## config.mk

```make
export PLATFORM = sky130hd
export DESIGN_NAME = lgh_div
export DESIGN_NICKNAME = d
export VERILOG_FILES = /design/src/design/lgh_pkg.sv /design/src/design/lgh_div.sv
export SDC_FILE = /design/constraint.sdc
export NUM_CORES = 2
export LEC_CHECK = 0
export BUFFER_PORTS_ARGS = -buffer_cell sky130_fd_sc_hd__buf_4
export CAP_MARGIN = 20
export CELL_PAD_IN_SITES_DETAIL_PLACEMENT = 0
export CELL_PAD_IN_SITES_GLOBAL_PLACEMENT = 1
export CORE_UTILIZATION = 49
export CTS_BUF_LIST = sky130_fd_sc_hd__clkbuf_4 sky130_fd_sc_hd__clkbuf_8
export DETAILED_ROUTE_END_ITERATION = 10
export PLACE_DENSITY_LB_ADDON = 0.1
export SYNTH_ARGS = -nofsm -noshare
export SYNTH_HDL_FRONTEND = slang
export SYNTH_SLANG_ARGS = --single-unit
```

## constraint.sdc

```tcl
create_clock -name clk_i -period 3.1 [get_ports clk_i]
set_clock_uncertainty 0.2 [all_clocks]
set_input_delay 0.155 -clock clk_i [delete_from_list [all_inputs] [get_ports clk_i]]
set_output_delay 0.155 -clock clk_i [all_outputs]
set_load 0.01 [all_outputs]
```

## src/design/lgh_pkg.sv

```systemverilog
// Shared constants, register codes and types of the luma gamma block.
package lgh_pkg;

  localparam int unsigned CURVE_DEPTH_DEF  = 256;
  localparam int unsigned CHANNEL_BITS_DEF = 16;

  localparam int unsigned CH_W       = 16;
  localparam int unsigned IDX_W      = 8;
  localparam int unsigned VAL_W      = 16;
  localparam int unsigned PTS_W      = 9;
  localparam int unsigned BITS_W     = 5;
  localparam int unsigned FRAC_W     = 16;
  localparam int unsigned CFG_IDX_W  = 2;
  localparam int unsigned CFG_DATA_W = 9;
  localparam int unsigned IN_DATA_W  = 72;
  localparam int unsigned OUT_DATA_W = 48;

  localparam logic [CFG_IDX_W-1:0] REG_CURVE_POINTS = 2'd0;
  localparam logic [CFG_IDX_W-1:0] REG_INPUT_BITS   = 2'd1;
  localparam logic [CFG_IDX_W-1:0] REG_OUTPUT_BITS  = 2'd2;

  localparam logic OP_WRITE = 1'b0;
  localparam logic OP_PIXEL = 1'b1;

  localparam logic [PTS_W-1:0]  RST_CURVE_POINTS = 9'd256;
  localparam logic [BITS_W-1:0] RST_INPUT_BITS   = 5'd12;
  localparam logic [BITS_W-1:0] RST_OUTPUT_BITS  = 5'd8;

  localparam int unsigned LUMA_WB    = 29;
  localparam int unsigned LUMA_WG    = 150;
  localparam int unsigned LUMA_WR    = 77;
  localparam int unsigned LUMA_SHIFT = 8;

  typedef struct packed {
    logic valid;
    logic frame_end;
    logic black;
  } lgh_tag_t;

endpackage

```

## src/design/lgh_div.sv

```systemverilog
// Pipelined restoring divider, one quotient bit per stage, three channel lanes.
module lgh_div import lgh_pkg::*; #(
  parameter int unsigned CHANNEL_BITS = CHANNEL_BITS_DEF,
  localparam int unsigned CB = CHANNEL_BITS,
  localparam int unsigned NW = 2 * CB + 2
) (
  input  logic               clk_i,
  input  logic               rst_ni,
  input  logic               en_i,
  input  lgh_tag_t           tag_i,
  input  logic [2:0][NW-1:0] n_i,
  input  logic [CB:0]        dn_i,
  output lgh_tag_t           tag_o,
  output logic [2:0][CB-1:0] q_o
);

  localparam int unsigned RW = CB + 2;

  logic [2:0][RW-1:0] rem_src [CB];
  logic [2:0][CB-1:0] nq_src  [CB];
  logic [CB:0]        dn_src  [CB];
  lgh_tag_t           tag_src [CB];

  logic [2:0][RW-1:0] rem_q [CB];
  logic [2:0][CB-1:0] nq_q  [CB];
  logic [CB:0]        dn_q  [CB];
  lgh_tag_t           tag_q [CB];

  for (genvar s = 0; s < CB; s++) begin : g_step
    logic [2:0][RW-1:0] sh, rem_nx;
    logic [2:0][CB-1:0] nq_nx;

    if (s == 0) begin : g_first
      assign rem_src[s] = {n_i[2][NW-1:CB], n_i[1][NW-1:CB], n_i[0][NW-1:CB]};
      assign nq_src[s]  = {n_i[2][CB-1:0], n_i[1][CB-1:0], n_i[0][CB-1:0]};
      assign dn_src[s]  = dn_i;
      assign tag_src[s] = tag_i;
    end else begin : g_next
      assign rem_src[s] = rem_q[s-1];
      assign nq_src[s]  = nq_q[s-1];
      assign dn_src[s]  = dn_q[s-1];
      assign tag_src[s] = tag_q[s-1];
    end

    always_comb begin
      for (int j = 0; j < 3; j++) begin
        sh[j] = {rem_src[s][j][RW-2:0], nq_src[s][j][CB-1]};
        if (sh[j] >= RW'(dn_src[s])) begin
          rem_nx[j] = sh[j] - RW'(dn_src[s]);
          nq_nx[j]  = {nq_src[s][j][CB-2:0], 1'b1};
        end else begin
          rem_nx[j] = sh[j];
          nq_nx[j]  = {nq_src[s][j][CB-2:0], 1'b0};
        end
      end
    end

    always_ff @(posedge clk_i or negedge rst_ni) begin
      if (!rst_ni) begin
        tag_q[s] <= '0;
      end else if (en_i) begin
        tag_q[s] <= tag_src[s];
      end
    end

    always_ff @(posedge clk_i) begin
      if (en_i) begin
        rem_q[s] <= rem_nx;
        nq_q[s]  <= nq_nx;
        dn_q[s]  <= dn_src[s];
      end
    end
  end

  assign tag_o = tag_q[CB-1];
  assign q_o   = nq_q[CB-1];

endmodule

```

## Word-level counts from Yosys, hierarchy flattened

Memories as Yosys holds them, arrays and structs flattened.
Index checks and enable logic that the tools add are counted.

| cells by class | value |
|---|---|
| add/sub/neg operators | 48 |
| magnitude comparators | 48 |
| multiplexer cells | 98 |

Operator list:

| cell | count |
|---|---|
| greater-or-equal comparator 18 x 17 -> 1 bit | 48 |
| 2-to-1 mux 18 bit | 48 |
| subtractor 18 x 17 -> 18 bit | 48 |
| 2-to-1 mux 1 bit | 50 |

| word-level totals | value |
|---|---|
| flip-flop bits (word level) | 48 |
| memory bits (writable) | 1904 |
| input bits | 125 |
| output and inout bits | 51 |
| word-level logic and storage cells | 245 |
| memories kept | 3 |

Memory list:

| memory | words | bits a word | rd ports | clocked after memory_dff | wr ports | RTL line | RTL |
|---|---|---|---|---|---|---|---|
| rem_q | 16 | 54 | 15 | 0 | 16 | lgh_div.sv:24 | `logic [2:0][RW-1:0] rem_q [CB];` |
| nq_q | 16 | 48 | 16 | 0 | 16 | lgh_div.sv:25 | `logic [2:0][CB-1:0] nq_q [CB];` |
| dn_q | 16 | 17 | 15 | 0 | 16 | lgh_div.sv:26 | `logic [CB:0] dn_q [CB];` |

## Depth between registers and ports, before layout

| depth | value |
|---|---|
| word-level depth | 2 |
| depth in mapped cells | 14 |
| mapped depth without buffers | 12 |

## Least setup slack after synthesis

OpenSTA, ideal clock, no wires.

| path | value |
|---|---|
| path type | register to register |
| start | memory nq_q[0][223] (netlist name) |
| end | memory rem_q[0][297] (netlist name), data pin |
| library setup time | 260 ps |
| arrival | 2799 ps |
| required time | 2640 ps |
| setup slack | -160 ps |
| cell stages (with the launch flop) | 13 |
| path buffers | 1 |
| cell sequence | edfxtp_1 -> inv_1 -> ha_1 -> inv_1 -> fa_1 -> a211oi_2 -> o21a_1 -> o21ai_2 -> a21oi_2 -> a211oi_2 -> nor4_4 -> buf_8 -> mux2_4 |

RTL lines:

| what | RTL line |
|---|---|
| start, declared | lgh_div.sv:25 |
| end, declared | lgh_div.sv:24 |

==> results.sh <==
export IMPL_status="finished with violations"
export IMPL_violations="hold timing, setup timing"
export IMPL_die_x_um=457.8
export IMPL_synth_async_reset_ratio_pct=2.614
export IMPL_initial_core_util_pct=49.55
export IMPL_synth_warnings=0
export IMPL_grt_max_degree=105
export IMPL_switchingPower_mw=50.40
export IMPL_cp_arrival_ns=3.87
export IMPL_routed_wl_um=296200
export IMPL_power_leakage_nw=51.55
export IMPL_yosysUniqueCellTypes=106
export IMPL_core_rowCount=166
export IMPL_p_int_mw=82.25
export IMPL_drt_initial_drc_count=5461
export IMPL_grt_overflow=0
export IMPL_syn_to_final_growth_pct=25.15
export IMPL_slew_viol_final=0
export IMPL_period_share_pct=106.9
export IMPL_coreArea_sq_mm=0.2054
export IMPL_total_power_mw=132.6
export IMPL_hold_class="in2reg"
export IMPL_finalHoldViolCount=1
export IMPL_crit_fanout=11
export IMPL_ir_drop_mv=0.6040
export IMPL_synthesis_instances=8549
export IMPL_power_frac_seq_pct=32.8
export IMPL_cts_root_buf="clkbuf_8"
export IMPL_yosysTopAreaCell="edfxtp_1"
export IMPL_crit_type="reg2reg"
export IMPL_p_sw_share_pct=38.00
export IMPL_insertion_delay_ns=1.02
export IMPL_synth_top_cell_area_share_pct=52.75
export IMPL_hold_slack_ns=-0.09203
export IMPL_relSlewSlack_pct=31.39
export IMPL_tns_ns=-11.42
export IMPL_fmax_mhz=301.7
export IMPL_synthTopCellsByCount="edfxtp_1 (1788), ha_1 (816), o21ai_0 (673)"
export IMPL_final_layout_size_suffix_gt1_share_pct=25.10
export IMPL_ant_nets=0
export IMPL_vias=74640
export IMPL_grt_pass1_vias=73790
export IMPL_place_detailed_hpwl_um=224400
export IMPL_yosysSeqAreaShare_pct=53.93
export IMPL_gp_congestion=0.9448
export IMPL_period_minus_slack_ns=3.315
export IMPL_dieArea_sq_mm=0.2096
export IMPL_cts_num_sinks=1836
export IMPL_cts_tree="done"
export IMPL_synth_area_sq_mm=0.1018
export IMPL_tightest_slew_ns=1.018
export IMPL_setup_viol=147
export IMPL_cts_buffers=331
export IMPL_cts_htree_levels=5
export IMPL_grt_use_total_pct=27.54
export IMPL_port_buffers=172
export IMPL_endpoint_kind="register"
export IMPL_synth_avg_cell_area_sq_um=11.91
export IMPL_cts_max_path_buffers=4
export IMPL_wire_per_inst_um=22.29
export IMPL_grt_setup_unrepaired="true"
export IMPL_setup_ws_ns=-0.2145
export IMPL_first_pass_iters=6
export IMPL_viasPerCell=5.618
export IMPL_ys_flop_type="edfxtp_1"
export IMPL_power_density_mw_per_mm2=1041
export IMPL_layout_nets=11360
export IMPL_grt_pass1_wl_um=438200
export IMPL_die_y_um=457.8
export IMPL_drv_cap=0
export IMPL_synth_seq_cells=1836
export IMPL_start_kind="register"
export IMPL_yosysMostFrequentCell="edfxtp_1"
export IMPL_synth_fp_nets=9535
export IMPL_path_clk_slew_ns=0.07
export IMPL_antenna_found_initial=6
export IMPL_required_ns=3.65
export IMPL_synth_edff_count=1788
export IMPL_pwr_share_clk_pct=16.7
export IMPL_pwr_share_comb_pct=50.5
export IMPL_io_pins=176
export IMPL_synth_area_top_cells="edfxtp_1 (53%), ha_1 (10%), o21ai_0 (3.3%), mux2_2 (3.1%), a21oi_1 (3.0%)"
export IMPL_drc_errors=0
power by group through the flow:
stage	Sequential (mW)	Clock, mW	Combinational (mW)
after floorplan	39.7	0	39.8
after global placement	44.0	0	59.4
after detailed placement	43.9	0	60.1
after CTS	43.5	22.8	63.8
after global routing	43.8	23.8	73.0
final	43.5	22.1	67.1
path summary, 6_finish.rpt:
kind	from	endpoint	slack, ns	cells after the start
worst max register to register	nq_q[0][335]$_DFFE_PP_	rem_q[0][423]$_DFFE_PP_	-0.21	13
max in group asynchronous	rst_ni	tag_o[0]$_DFFE_PN0P_	1.96	5
worst min register to register	nq_q[0][165]$_DFFE_PP_	nq_q[0][214]$_DFFE_PP_	0.18	0
min in group asynchronous	rst_ni	tag_q[43]$_DFFE_PN0P_	0.53	5
worst max-delay path	nq_q[0][335]$_DFFE_PP_	rem_q[0][423]$_DFFE_PP_	-0.21	13
worst min-delay path	n_i[50]	rem_q[0][19]$_DFFE_PP_	-0.09	3
layer usage:
layer  vias up  track usage [%]  wire length, um
met4         2            11.12            12480
li1      36030                -                -
met3       573            3.208            11630
met2      1894            49.50           151700
met1     36140            33.41           120400
met5         -                0               15
kinds of logic after synthesis:
| kind of cell | Yosys count | share of synthesized area [%] |
|---|---|---|
| flops | 1836 | 53.93 |
| compound gates | 2415 | 15.16 |
| buf+inv | 675 | 2.631 |
| mux | 362 | 4.079 |
| fa+ha+maj | 861 | 10.92 |
| xor+xnor | 554 | 4.767 |
| simple gates | 1846 | 8.524 |
flip-flops by register name, summed over array words and instances, names as in the netlist:
| register | count |
|---|---|
| dn_q | 255 |
| nq_q | 768 |
| tag_q | 45 |
| rem_q | 765 |
| tag_o | 3 |
layout by cell type (no fill, tap or decap), types with 83 or more instances in the layout:
cell type / count
nor2_1: 455
buf_4: 1215
a21oi_1: 560
inv_1: 461
nand3_1: 115
clkbuf_8: 340
nand2b_1: 98
o21ai_0: 611
nand2_1: 653
a21o_1: 242
ha_1: 784
edfxtp_1: 1788
nor2b_1: 83
xor2_1: 249
dlygate4sd3_1: 284
nand4_1: 85
xnor2_1: 303
o21a_1: 143
mux2_4: 96
mux2_2: 224
clkbuf_4: 84
final cells by class:
cell class              count  area (sq um)
clock inverters           124         915.9
flip-flops and latches   1836         54890
diodes                      8         20.02
inverters                 526          1992
clock buffers             424          5310
well taps                2688          3363
fillers                 16370         78030
repair buffers           1640         14360
multi-input cells        6041         46530
critical path, stage by stage (launching register included):
cell and delay [ns]:
edfxtp_1 0.38, inv_2 0.06, ha_1 0.16, inv_1 0.06, fa_2 0.35, a21oi_2 0.19
nor3b_2 0.08, o311ai_2 0.32, a31oi_1 0.19, o41ai_2 0.33, buf_4 0.18, o21ai_4 0.07
buf_12 0.17, mux2_4 0.30
metrics by stage:
step           setup WS [ns]  hold slack [ns]  cell area (sq um)  util (%)  std cells
6_report             -0.2145         -0.09203             127400     62.01      13290
5_1_grt              -0.2833          -0.1868             127400     62.01      13280
4_1_cts              -0.1330          -0.2564             125100     60.92      13190
3_5_place_dp         -0.3294        -0.002855             114000     55.50      12260
3_3_place_gp         -0.3014         -0.01460             114000     55.50      12260
2_1_floorplan       -0.09655          -0.3406             101800         -       8549
repair_timing:
| action | 4_1_cts | 5_1_grt |
|---|---|---|
| endpoints found under the hold margin | 2000 | 2 |
| gates cloned | 13 | 13 |
| endpoints found under the setup margin | 531 | 683 |
| hold buffers | 285 | 1 |
| setup buffers | 95 | 94 |
| gates resized for setup | 295 | 397 |
| pin swaps | 116 | 196 |
(Power assumes the default switching activity.)
